--- src/sv/servo_velocity_step_unit_assert.svh ---
// Assertion helpers for the servo velocity step unit.
// Both expect clk and arst_n in the scope where they are used.
`ifndef SERVO_VELOCITY_STEP_UNIT_ASSERT_SVH
`define SERVO_VELOCITY_STEP_UNIT_ASSERT_SVH

// same-cycle implication
`define SVS_ASSERT_IMPL(lbl, ante, cons) \
	lbl: assert property (@(posedge clk) disable iff (!arst_n) (ante) |-> (cons)) \
		else $error("svs: same-cycle check failed");

// next-cycle implication
`define SVS_ASSERT_NEXT(lbl, ante, cons) \
	lbl: assert property (@(posedge clk) disable iff (!arst_n) (ante) |=> (cons)) \
		else $error("svs: next-cycle check failed");

`endif

--- src/sv/svs_pkg.sv ---
package svs_pkg;

	// default position width and queue depth
	localparam int POS_WIDTH_DEF   = 24;
	localparam int QUEUE_DEPTH_DEF = 4;

	// register and field widths
	localparam int THR_W    = 23;
	localparam int GAIN_W   = 5;
	localparam int MS_W     = 23;
	localparam int THR_SQ_W = 2 * THR_W;
	localparam int VEL_W    = 24;

	// quotient bits per gain divider stage
	localparam int GDIG = 4;

	// velocity saturation limits (magnitudes)
	localparam int VEL_POS_MAG = 2 ** (VEL_W - 1) - 1;
	localparam int VEL_NEG_MAG = 2 ** (VEL_W - 1);

	// register reset values
	localparam logic [THR_W-1:0]    THR_RST    = THR_W'(328);
	localparam logic [GAIN_W-1:0]   GAIN_RST   = GAIN_W'(2);
	localparam logic [MS_W-1:0]     MS_RST     = MS_W'(328);
	localparam logic [THR_SQ_W-1:0] THR_SQ_RST = THR_SQ_W'(328 * 328);

	// APB register map
	localparam int ADDR_W    = 4;
	localparam int REG_IDX_W = ADDR_W - 2;
	localparam logic [REG_IDX_W-1:0] REG_THR  = REG_IDX_W'(0);
	localparam logic [REG_IDX_W-1:0] REG_GAIN = REG_IDX_W'(1);
	localparam logic [REG_IDX_W-1:0] REG_MS   = REG_IDX_W'(2);

	// live configuration seen by the datapath
	typedef struct packed {
		logic [THR_W-1:0]    thr;
		logic [THR_SQ_W-1:0] thr_sq;
		logic [GAIN_W-1:0]   gain;
		logic [MS_W-1:0]     spd_floor;
	} svs_cfg_t;

	// queue status toward both sides
	typedef struct packed {
		logic full;
		logic empty;
	} svs_q_stat_t;

endpackage

--- src/sv/svs_queue.sv ---
// Short queue between front and back.
module svs_queue import svs_pkg::*; #(
	parameter int WIDTH = 4,
	parameter int DEPTH = QUEUE_DEPTH_DEF
) (
	input  logic             clk,
	input  logic             arst_n,
	input  logic             push,
	input  logic [WIDTH-1:0] wdata,
	input  logic             pop,
	output logic [WIDTH-1:0] rdata,
	output svs_q_stat_t      stat
);

	localparam int PTR_W = $clog2(DEPTH);
	localparam int CNT_W = $clog2(DEPTH + 1);

	logic [WIDTH-1:0] mem_q [DEPTH];
	logic [PTR_W-1:0] wr_ptr_q, rd_ptr_q;
	logic [CNT_W-1:0] cnt_q;

	assign rdata      = mem_q[rd_ptr_q];
	assign stat.full  = (cnt_q == CNT_W'(DEPTH));
	assign stat.empty = (cnt_q == '0);

	// pointers and fill count
	always_ff @(posedge clk or negedge arst_n) begin
		if (!arst_n) begin
			wr_ptr_q <= '0;
			rd_ptr_q <= '0;
			cnt_q    <= '0;
		end else begin
			if (push)
				wr_ptr_q <= (wr_ptr_q == PTR_W'(DEPTH - 1)) ? '0 : wr_ptr_q + 1'b1;
			if (pop)
				rd_ptr_q <= (rd_ptr_q == PTR_W'(DEPTH - 1)) ? '0 : rd_ptr_q + 1'b1;
			if (push && !pop)
				cnt_q <= cnt_q + 1'b1;
			else if (pop && !push)
				cnt_q <= cnt_q - 1'b1;
		end
	end

	// storage
	always_ff @(posedge clk) begin
		if (push)
			mem_q[wr_ptr_q] <= wdata;
	end

endmodule

--- config.mk ---
export PLATFORM = sky130hd
export DESIGN_NAME = svs_queue
export DESIGN_NICKNAME = d
export VERILOG_FILES = /design/src/sv/servo_velocity_step_unit_assert.svh /design/src/sv/svs_pkg.sv /design/src/sv/svs_queue.sv
export SDC_FILE = /design/constraint.sdc
export NUM_CORES = 1
export LEC_CHECK = 0
export ABC_CLOCK_PERIOD_IN_PS = 1500
export BUFFER_PORTS_ARGS = -buffer_cell sky130_fd_sc_hd__buf_4
export CAP_MARGIN = 25
export CORE_MARGIN = 4
export CORE_UTILIZATION = 50
export CTS_CLUSTER_SIZE = 40
export DETAILED_ROUTE_END_ITERATION = 7
export HOLD_SLACK_MARGIN = 0.05
export PLACE_DENSITY = 0.71
export SLEW_MARGIN = 20
export SYNTH_ARGS = -nofsm -noshare
export SYNTH_HDL_FRONTEND = slang
export SYNTH_SLANG_ARGS = --single-unit
--- constraint.sdc ---
create_clock -name clk -period 1.5 [get_ports clk]
set_input_delay 0.15 -clock clk [delete_from_list [all_inputs] [get_ports clk]]
set_output_delay 0.15 -clock clk [all_outputs]
set_load 0.1 [all_outputs]
==> summary.txt <==
CORE AREA = 1800 um2
Mux contribution to synthesized area = 0.113
Placed cell count = 98
Synth top area share = 0.484
Async S/R FF share, synth = 0.304
Slowest-stage cell, CP = mux4_2
Failing checks = setup timing
Nets = 99
Setup Skew = 0.00520 ns
DR iter-0 viols = 8
Pin count of the biggest net entering global routing = 13
Status = finished with violations
Rows = 15
Gr usage total = 0.135
Remaining DRCs = 0
Final Setup Violations = 5
Bufs on Longest Clock Path = 2
Setup ws final = -0.154 ns
Total of max-cap violations = 0
Placed inst area = 1140 um2
Syn Nets = 73
Top cells by area, synth = edfxtp_1 (48%), dfrtp_1 (18%), mux4_2 (9.1%), ha_1 (7.6%), and2_1 (2.5%)
Via count = 529
Data required time of the worst path = 1.35 ns
Post-Synth Adder-Cell Area = 0.0958
Final Hold Viols = 0
Post-Layout Cell Count = 108
Die Ht = 52.5 um
Minimum clock period = 1.65 ns
Top achievable clock speed = 605 MHz
Filler cells = 139
Ratio of cells with drive above 1 in the final layout = 0.361
Chip width = 52.5 um
Clock sinks = 23
Die ar. = 2760 um2
Critical path buffers and inverters = 1
Top_reg_cell synth = edfxtp_1
IO Count = 14
Area leader, netlist = edfxtp_1
Count leader, synth = edfxtp_1
Routed wire length per instance = 15.0 um
Cell Area, Synth = 992 um2
Buffers on Ports = 13
Global-route wire length before repair = 2540 um
Syn_area_per_cell = 17.1 um2
Hold WC Path Type = in2reg
Simple-Gate Fraction of Synth Area = 0.0580
Worst-path fanout max = 5
WL final = 1620 um
Vias in the first global route = 523
Initial antenna violation count = 0
TritonRoute pass-1 iters = 4
Cells after Synth = 58
Clk Latency, worst-skew pair = 0.30 ns
EDFF count, synth = 16
RSZ-0062 raised after global routing = true
Final core occ = 0.692
Crit. End Element = output pin
Critical path class = reg2out
RePlAce Congestion = 0.714
Post-synthesis compound-gate area fraction = 0.0189
Vias per Instance = 4.90
Largest family of logic cells by synthesized area = multiplexers
Synth top cells by count = edfxtp_1 (16), dfrtp_1 (7), ha_1 (6)
TritonCTS buffer count = 3
Post-Route Setup TNS = -0.604 ns
Synth Warn # = 0
Placed wire-length estimate = 1150 um
Worst Tran Pin Value = 0.278 ns
Root cell of the clock tree = clkbuf_4
Number of diodes = 0
Max incr delay on CP = 0.53 ns
Clock transition at path regs = 0.12 ns
Rel. slew slack = 0.816
Worst Setup Start Kind = register
Seq/Total Area, Yosys = 0.661
Netlist cell types = 17
Initial Utilization = 0.551
Period utilization = 1.10
Critical Path AT = 1.50 ns
Total congestion overflow = 0
Area Growth Syn to Fin = 25.6%
Max-slew violations = 0
H-tree depth = 1
Post-synthesis xor/xnor area fraction = 0.0265
Crit-path leading delay family = multiplexers
CTS tree = done
#FFs+latches synth = 23
Detail Route Antenna Nets = 0
Post-Layout Inst Area = 1250 um2
Crit path cell chain = mux4_2, buf_6
cell type report:
| class | count | area (um2) | share of cell area |
|---|---|---|---|
| Multi-Input combinational cell | 30 | 320 | 0.257 |
| Inverter | 4 | 15.0 | 0.0120 |
| Timing Repair Buffer | 22 | 196 | 0.158 |
| Tap cell | 25 | 31.3 | 0.0251 |
| Clock buffer | 4 | 26.3 | 0.0211 |
| Sequential cell | 23 | 657 | 0.527 |
path summary, 6_finish.rpt:
check                      slack (ns)  depth (start not counted)         from     endpoint
setup reg to reg                 0.07                          5     cnt_q[0]     cnt_q[2]
min in group asynchronous        0.18                          2       arst_n  rd_ptr_q[0]
hold / removal                   0.09                          2         push  wr_ptr_q[0]
hold reg to reg                  0.53                          1     cnt_q[2]     cnt_q[2]
setup / recovery                -0.15                          2  rd_ptr_q[0]     rdata[2]
max in group asynchronous        1.19                          2       arst_n  rd_ptr_q[0]
repair_timing:
action / CTS / global route
endpoints found under the hold margin: 23 / 0
cloned: 0 / 0
setup endpoints to repair: 4 / 6
setup buffers: 0 / 1
resized for setup: 5 / 1
hold buffers: 5 / 0
through the flow:
stage,setup slack [ns],hold WS [ns]
floorplan,-0.327,-0.146
global route,-0.214,0.0891
CTS,-0.172,0.0829
finish,-0.154,0.0851
detailed placement,0.0222,-0.0331
global placement,0.0616,-0.0334
cell usage in the layout (no fill, tap or decap), types with 2 or more instances in the layout:
cell,netlist,layout
and2_1,4,4
buf_4,0,12
buf_6,1,5
clkbuf_4,0,3
dfrtp_1,7,6
dlygate4sd3_1,0,5
edfxtp_1,16,16
ha_1,6,6
inv_1,4,4
mux2_2,2,2
mux4_2,4,4
nand2_1,2,2
nor2_1,2,2
o21ai_0,2,2
xor2_1,2,2
worst register-to-register path, cell delays in order (launching register included):
cell     delay (ns)
dfrtp_1        0.40
buf_4          0.14
fa_1           0.43
xor2_1         0.15
nor2_1         0.11
xor2_1         0.14
layer usage:
metal	wire length [um]	track usage	part of all wire	up-vias
met3	58	0.0342	0.036	2
met4	14	0.0638	0.0087	0
li1	-	-	-	260
met2	806	0.209	0.50	11
met1	735	0.178	0.46	256
met5	0	0	0	-
state kept, by name, summed over array words and instances (netlist names):
| signal | count |
|---|---|
| cnt_q | 3 |
| mem_q | 16 |
| rd_ptr_q | 2 |
| wr_ptr_q | 2 |
logic make-up after synthesis:
| logic type | count (synthesis) |
|---|---|
| and+or+nand+nor | 11 |
| muxes | 6 |
| buffers and inverters | 5 |
| AOI/OAI and AO/OA | 3 |
| adders and majority gates | 7 |
| xor gates and xnor gates | 3 |
| DFF | 23 |
Power is left out: the tool's default activity adds up to more than one toggle a clock period on the data nets, which glitch-free logic cannot reach.
