`config.mk`:
```
export PLATFORM = sky130hd
export DESIGN_NAME = svs_front_flat
export DESIGN_NICKNAME = d
export VERILOG_FILES = /design/src/sv/servo_velocity_step_unit_assert.svh /design/src/sv/svs_pkg.sv /design/src/sv/svs_if.sv /design/src/sv/svs_front.sv /design/src/flat_wrapper.sv
export SDC_FILE = /design/constraint.sdc
export NUM_CORES = 2
export LEC_CHECK = 0
export BUFFER_PORTS_ARGS = -buffer_cell sky130_fd_sc_hd__buf_2
export CAP_MARGIN = 15
export CORE_ASPECT_RATIO = 1.2
export CORE_MARGIN = 4
export CORE_UTILIZATION = 45
export DETAILED_ROUTE_END_ITERATION = 10
export PLACE_DENSITY = 0.67
export SYNTH_ARGS = -nofsm -noshare
export SYNTH_HDL_FRONTEND = slang
export SYNTH_SLANG_ARGS = --single-unit
```
`constraint.sdc`:
```
create_clock -name clk -period 12.4 [get_ports clk]
set_input_delay 0.62 -clock clk [delete_from_list [all_inputs] [get_ports clk]]
set_output_delay 0.62 -clock clk [all_outputs]
set_load 0.005 [all_outputs]
```
`src/sv/servo_velocity_step_unit_assert.svh`:
```
// Assertion helpers for the servo velocity step unit.
// Both expect clk and arst_n in the scope where they are used.
`ifndef SERVO_VELOCITY_STEP_UNIT_ASSERT_SVH
`define SERVO_VELOCITY_STEP_UNIT_ASSERT_SVH

// same-cycle implication
`define SVS_ASSERT_IMPL(lbl, ante, cons) \
	lbl: assert property (@(posedge clk) disable iff (!arst_n) (ante) |-> (cons)) \
		else $error("svs: same-cycle check failed");

// next-cycle implication
`define SVS_ASSERT_NEXT(lbl, ante, cons) \
	lbl: assert property (@(posedge clk) disable iff (!arst_n) (ante) |=> (cons)) \
		else $error("svs: next-cycle check failed");

`endif

```
`src/sv/svs_pkg.sv`:
```
package svs_pkg;

	// default position width and queue depth
	localparam int POS_WIDTH_DEF   = 24;
	localparam int QUEUE_DEPTH_DEF = 4;

	// register and field widths
	localparam int THR_W    = 23;
	localparam int GAIN_W   = 5;
	localparam int MS_W     = 23;
	localparam int THR_SQ_W = 2 * THR_W;
	localparam int VEL_W    = 24;

	// quotient bits per gain divider stage
	localparam int GDIG = 4;

	// velocity saturation limits (magnitudes)
	localparam int VEL_POS_MAG = 2 ** (VEL_W - 1) - 1;
	localparam int VEL_NEG_MAG = 2 ** (VEL_W - 1);

	// register reset values
	localparam logic [THR_W-1:0]    THR_RST    = THR_W'(328);
	localparam logic [GAIN_W-1:0]   GAIN_RST   = GAIN_W'(2);
	localparam logic [MS_W-1:0]     MS_RST     = MS_W'(328);
	localparam logic [THR_SQ_W-1:0] THR_SQ_RST = THR_SQ_W'(328 * 328);

	// APB register map
	localparam int ADDR_W    = 4;
	localparam int REG_IDX_W = ADDR_W - 2;
	localparam logic [REG_IDX_W-1:0] REG_THR  = REG_IDX_W'(0);
	localparam logic [REG_IDX_W-1:0] REG_GAIN = REG_IDX_W'(1);
	localparam logic [REG_IDX_W-1:0] REG_MS   = REG_IDX_W'(2);

	// live configuration seen by the datapath
	typedef struct packed {
		logic [THR_W-1:0]    thr;
		logic [THR_SQ_W-1:0] thr_sq;
		logic [GAIN_W-1:0]   gain;
		logic [MS_W-1:0]     spd_floor;
	} svs_cfg_t;

	// queue status toward both sides
	typedef struct packed {
		logic full;
		logic empty;
	} svs_q_stat_t;

endpackage

```
`src/sv/svs_if.sv`:
```
// position sample channel
interface svs_in_if import svs_pkg::*; #(
	parameter int POS_WIDTH = POS_WIDTH_DEF
);
	logic                        valid;
	logic                        ready;
	logic signed [POS_WIDTH-1:0] target_x;
	logic signed [POS_WIDTH-1:0] target_y;
	logic signed [POS_WIDTH-1:0] target_z;
	logic signed [POS_WIDTH-1:0] current_x;
	logic signed [POS_WIDTH-1:0] current_y;
	logic signed [POS_WIDTH-1:0] current_z;

	modport source (
		output valid, target_x, target_y, target_z, current_x, current_y, current_z,
		input  ready
	);
	modport sink (
		input  valid, target_x, target_y, target_z, current_x, current_y, current_z,
		output ready
	);
endinterface


```
`src/sv/svs_front.sv`:
```
// Front end: position error, magnitudes, arrival check, push into queue.
module svs_front import svs_pkg::*; #(
	parameter int POS_WIDTH = POS_WIDTH_DEF
) (
	input  logic                           clk,
	input  logic                           arst_n,
	svs_in_if.sink                         sample,
	input  svs_cfg_t                       cfg,
	input  svs_q_stat_t                    q_stat,
	output logic                           push,
	output logic [3*(POS_WIDTH+1)+3:0]     entry
);

	localparam int MW = POS_WIDTH + 1;
	localparam int CW = (MW > THR_W) ? MW : THR_W;
	localparam int SUM_W = THR_SQ_W + 2;

	logic                 adv;
	logic signed [MW-1:0] tgt [3];
	logic signed [MW-1:0] cur [3];
	logic [MW-1:0]        a_c [3];
	logic [2:0]           neg_c;
	logic [2:0]           lt_c;
	logic [SUM_W-1:0]     sum_c;
	logic                 near_c;

	logic                 v_s1, v_s2, v_s3;
	logic signed [MW-1:0] d_s1 [3];
	logic [MW-1:0]        a_s2 [3];
	logic [MW-1:0]        a_s3 [3];
	logic [2:0]           neg_s2, neg_s3;
	logic                 lt_s2, lt_s3;
	logic [THR_SQ_W-1:0]  sq_s3 [3];

	// stall only when the last stage holds a word the queue cannot take
	assign adv          = !(v_s3 && q_stat.full);
	assign sample.ready = adv;
	assign push         = v_s3 && !q_stat.full;

	// sign-extended operands
	assign tgt[0] = {sample.target_x[POS_WIDTH-1], sample.target_x};
	assign tgt[1] = {sample.target_y[POS_WIDTH-1], sample.target_y};
	assign tgt[2] = {sample.target_z[POS_WIDTH-1], sample.target_z};
	assign cur[0] = {sample.current_x[POS_WIDTH-1], sample.current_x};
	assign cur[1] = {sample.current_y[POS_WIDTH-1], sample.current_y};
	assign cur[2] = {sample.current_z[POS_WIDTH-1], sample.current_z};

	// magnitude, per-axis threshold check, velocity signs
	// x and y velocity is the negated error, z keeps the error sign
	always_comb begin
		for (int i = 0; i < 3; i++) begin
			a_c[i]  = d_s1[i][MW-1] ? $unsigned(-d_s1[i]) : $unsigned(d_s1[i]);
			lt_c[i] = CW'(a_c[i]) < CW'(cfg.thr);
		end
		neg_c[0] = !d_s1[0][MW-1];
		neg_c[1] = !d_s1[1][MW-1];
		neg_c[2] = d_s1[2][MW-1] || (d_s1[2] == '0);
	end

	// squared length against squared threshold
	assign sum_c  = SUM_W'(sq_s3[0]) + SUM_W'(sq_s3[1]) + SUM_W'(sq_s3[2]);
	assign near_c = lt_s3 && (sum_c < SUM_W'(cfg.thr_sq));
	assign entry  = {near_c, neg_s3, a_s3[2], a_s3[1], a_s3[0]};

	// stage valids
	always_ff @(posedge clk or negedge arst_n) begin
		if (!arst_n) begin
			v_s1 <= 1'b0;
			v_s2 <= 1'b0;
			v_s3 <= 1'b0;
		end else if (adv) begin
			v_s1 <= sample.valid;
			v_s2 <= v_s1;
			v_s3 <= v_s2;
		end
	end

	// stage payloads
	always_ff @(posedge clk) begin
		if (adv) begin
			for (int i = 0; i < 3; i++) begin
				d_s1[i]  <= tgt[i] - cur[i];
				a_s2[i]  <= a_c[i];
				a_s3[i]  <= a_s2[i];
				sq_s3[i] <= THR_SQ_W'(THR_W'(a_s2[i])) * THR_SQ_W'(THR_W'(a_s2[i]));
			end
			neg_s2 <= neg_c;
			neg_s3 <= neg_s2;
			lt_s2  <= &lt_c;
			lt_s3  <= lt_s2;
		end
	end

endmodule

```
`src/flat_wrapper.sv`:
```
// flat-port wrapper written by rule: the top's interface ports become plain ports
module svs_front_flat import svs_pkg::*;
#(
	parameter int POS_WIDTH = POS_WIDTH_DEF
)
  (clk, arst_n, cfg, q_stat, push, entry, sample_valid, sample_target_x, sample_target_y, sample_target_z, sample_current_x, sample_current_y, sample_current_z, sample_ready);
  svs_in_if #(.POS_WIDTH(POS_WIDTH)) sample_i ();
  input  logic clk;
  input  logic arst_n;
  input  svs_cfg_t cfg;
  input  svs_q_stat_t q_stat;
  output logic push;
  output logic [3*(POS_WIDTH+1)+3:0] entry;
  input wire logic [$bits(sample_i.valid)-1:0] sample_valid;
  input wire logic [$bits(sample_i.target_x)-1:0] sample_target_x;
  input wire logic [$bits(sample_i.target_y)-1:0] sample_target_y;
  input wire logic [$bits(sample_i.target_z)-1:0] sample_target_z;
  input wire logic [$bits(sample_i.current_x)-1:0] sample_current_x;
  input wire logic [$bits(sample_i.current_y)-1:0] sample_current_y;
  input wire logic [$bits(sample_i.current_z)-1:0] sample_current_z;
  output wire logic [$bits(sample_i.ready)-1:0] sample_ready;
  assign sample_i.valid = sample_valid;
  assign sample_i.target_x = sample_target_x;
  assign sample_i.target_y = sample_target_y;
  assign sample_i.target_z = sample_target_z;
  assign sample_i.current_x = sample_current_x;
  assign sample_i.current_y = sample_current_y;
  assign sample_i.current_z = sample_current_z;
  assign sample_ready = sample_i.ready;
  svs_front #(.POS_WIDTH(POS_WIDTH)) u_core (.clk(clk), .arst_n(arst_n), .sample(sample_i), .cfg(cfg), .q_stat(q_stat), .push(push), .entry(entry));
endmodule
```
==> flow_metrics.tcl <==
set metrics [dict create \
    status "complete, no violations" \
    synth_edf_count 365 \
    crit_fanout 6 \
    wl_um 171800 \
    cts_resized 0 \
    clockBufferDepth 3 \
    synth_area_leaders "fa_1 (34%), edfxtp_1 (16%), ha_1 (15%)" \
    ioPinCount 327 \
    fin_crit_ns 8.700 \
    cap_violations 0 \
    initialDrtViolationCount 2478 \
    layout_common_cells "inv_1 (1882), fa_1 (1167), ha_1 (795)" \
    setup_violations 0 \
    critPathSlowestCell "a211oi_1" \
    endpoint_kind "output pin" \
    required_ns 11.78 \
    clk_latency_ns 0.66 \
    firstDrtPassIters 5 \
    grt_pass1_wl_um 278800 \
    die_h_um 434.6 \
    layout-drive-gt1-share_pct 6.623 \
    grt_start_max_net_pins 153 \
    final_common_cell "inv_1" \
    seq_area_frac_synth_pct 16.17 \
    ys_types 86 \
    core-area_mm2 0.1507 \
    vias 48890 \
    period_share_pct 70.16 \
    slew_headroom_pct 20.13 \
    cts-root-buf "clkbuf_16" \
    fillers 14100 \
    max_stage_delay_ns 0.53 \
    syn_area_mm2 0.06824 \
    synth_top_area_share_pct 34.24 \
    grt_overflow_total 0 \
    cp-start-kind "flop" \
    path_clk_slew_ns 0.06 \
    ys.flop_type "edfxtp_1" \
    setup_tns_ns 0 \
    yosys_warnings 0 \
    grt_pass1_vias 53220 \
    area_growth_pct 8.218 \
    syn_nets 9333 \
    max_freq_ghz 0.1149 \
    numCtsBuffers 45 \
    cts.sinks 368 \
    drc_errors 0 \
    synthArstFlopShare_pct 0.8152 \
    track_usage_pct 22.41 \
    hpwlAfterDp_um 141400 \
    synth-seq-cells 368 \
    final_cells 9375 \
    post-route-util_pct 49.01 \
    hold_class "in -> reg" \
    finalHoldViolCount 0 \
    gp_congestion 0.9131 \
    worstPathArrival_ns 8.08 \
    cts_tree "done" \
    fin_skew_ns 0.04244 \
    syn_avg_cell_area_um2 9.578 \
    rows 156 \
    drv_slew 0 \
    antenna_found_initial 7 \
    postCtsSetupBuffers 0 \
    critPathKind "reg -> out" \
    dp_cells 9291 \
    drtAntennaViolNets 0 \
    dieWidth_um 363.5 \
    tightestPinTransition_ns 1.198 \
    h-tree-depth 2 \
    wire_per_inst_um 18.33 \
    synth_top_cell_by_area "fa_1" \
    rsz0062_at_grt "false" \
    die-area_mm2 0.1580 \
    numPortBuffers 297 \
    viasPerCell 5.215 \
    nNetsFinal 9572 \
    start_util_pct 45.29 \
    netlist_instances 7125 \
]
## critical path, delay by kind of cell (launching register included)
family          cells  cell delay, ns
flops               1            0.39
fa+ha+maj           3            1.04
xor+xnor            2            0.70
compound gates     17            4.15
buf+inv             1            0.22
simple gates        6            0.94
## synth_stat cells (11+ instances only)
cell	n
nand2_1	576
nor4_1	13
o21ai_0	142
o211ai_1	14
or3_1	25
a211o_1	11
nand2b_1	58
o31ai_1	32
nor2_1	242
xnor2_1	256
a211oi_1	28
edfxtp_1	365
nor2b_1	55
ha_1	795
o21ai_1	29
a21o_1	172
a31oi_1	26
clkbuf_1	169
and3_1	34
and2_1	263
nor3_1	51
a21oi_1	255
nand4_1	42
o41ai_1	15
o21bai_1	29
inv_1	1882
xor2_1	89
fa_1	1167
nand3_1	60
o21a_1	42
or2_2	20
or4_1	12
## kinds of logic after synthesis
family                     after synthesis  synth area share (%)
adders and majority gates             1962                 48.81
AOI/OAI and AO/OA                      903                 8.597
muxes                                    7                0.1118
and+or+nand+nor                       1481                 10.53
xor gates and xnor gates               345                 4.428
buffers and inverters                 2059                 11.35
DFF                                    368                 16.17
## routing by layer
metal | track usage, % | vias to the layer above | share of wire, %
li1 | - | 22720 | -
met1 | 26.49 | 24530 | 39
met2 | 40.90 | 1247 | 51
met3 | 2.690 | 382 | 4.8
met4 | 9.948 | 10 | 5.3
met5 | 0 | - | 0.040
## sequential cells by signal (all words and copies together) (netlist names)
register,flops
u_core.v_s1,1
u_core.sq_s3,135
u_core.neg_s2,3
u_core.lt_s3,1
u_core.lt_s2,1
u_core.d_s1,75
u_core.v_s2,1
u_core.a_s2,75
u_core.v_s3,1
u_core.a_s3,72
u_core.neg_s3,3
## layout make-up
type,count,area (um^2),share of cell area (%)
Inverter,1884,7072,9.576
Timing Repair Buffer,367,2039,2.762
Antenna cell,1,2.502,0.003389
Tap cell,1975,2471,3.346
Multi-Input combinational cell,4698,49470,66.99
Clock inverter,34,623.1,0.8438
Sequential cell,368,11040,14.94
Clock buffer,48,1137,1.540
## path summary, 6_finish.rpt
| path | from | end | slack, ns | cells after the start |
|---|---|---|---|---|
| setup / recovery | u_core.sq_s3[0][3] | entry[78] | 3.70 | 29 |
| hold / removal | sample_valid | u_core.v_s1 | 0.24 | 2 |
| setup reg to reg | u_core.a_s2[0][34] | u_core.sq_s3[0][86] | 4.27 | 26 |
| hold reg to reg | u_core.a_s2[0][73] | u_core.a_s3[0][73] | 0.42 | 0 |
| max in group asynchronous | arst_n | u_core.v_s3 | 11.96 | 2 |
| min in group asynchronous | arst_n | u_core.v_s2 | 0.33 | 2 |
## repair_timing
action                                  CTS  global route
hold buffers                              1             0
endpoints found under the hold margin     3             0
endpoints found under the setup margin    0             0
## through the flow
step                      hold WS (ns)  cell area [um^2]  setup WS [ns]
after floorplan                 0.3244             68240          2.779
after global placement          0.4042             72080          4.385
after detailed placement        0.4045             72080          4.256
after CTS                       0.1883             73850          3.720
after global routing            0.2121             73850          3.046
final                           0.2369             73850          3.700
Power is left out: the tool's default activity adds up to more than one toggle a clock period on the data nets, which glitch-free logic cannot reach.
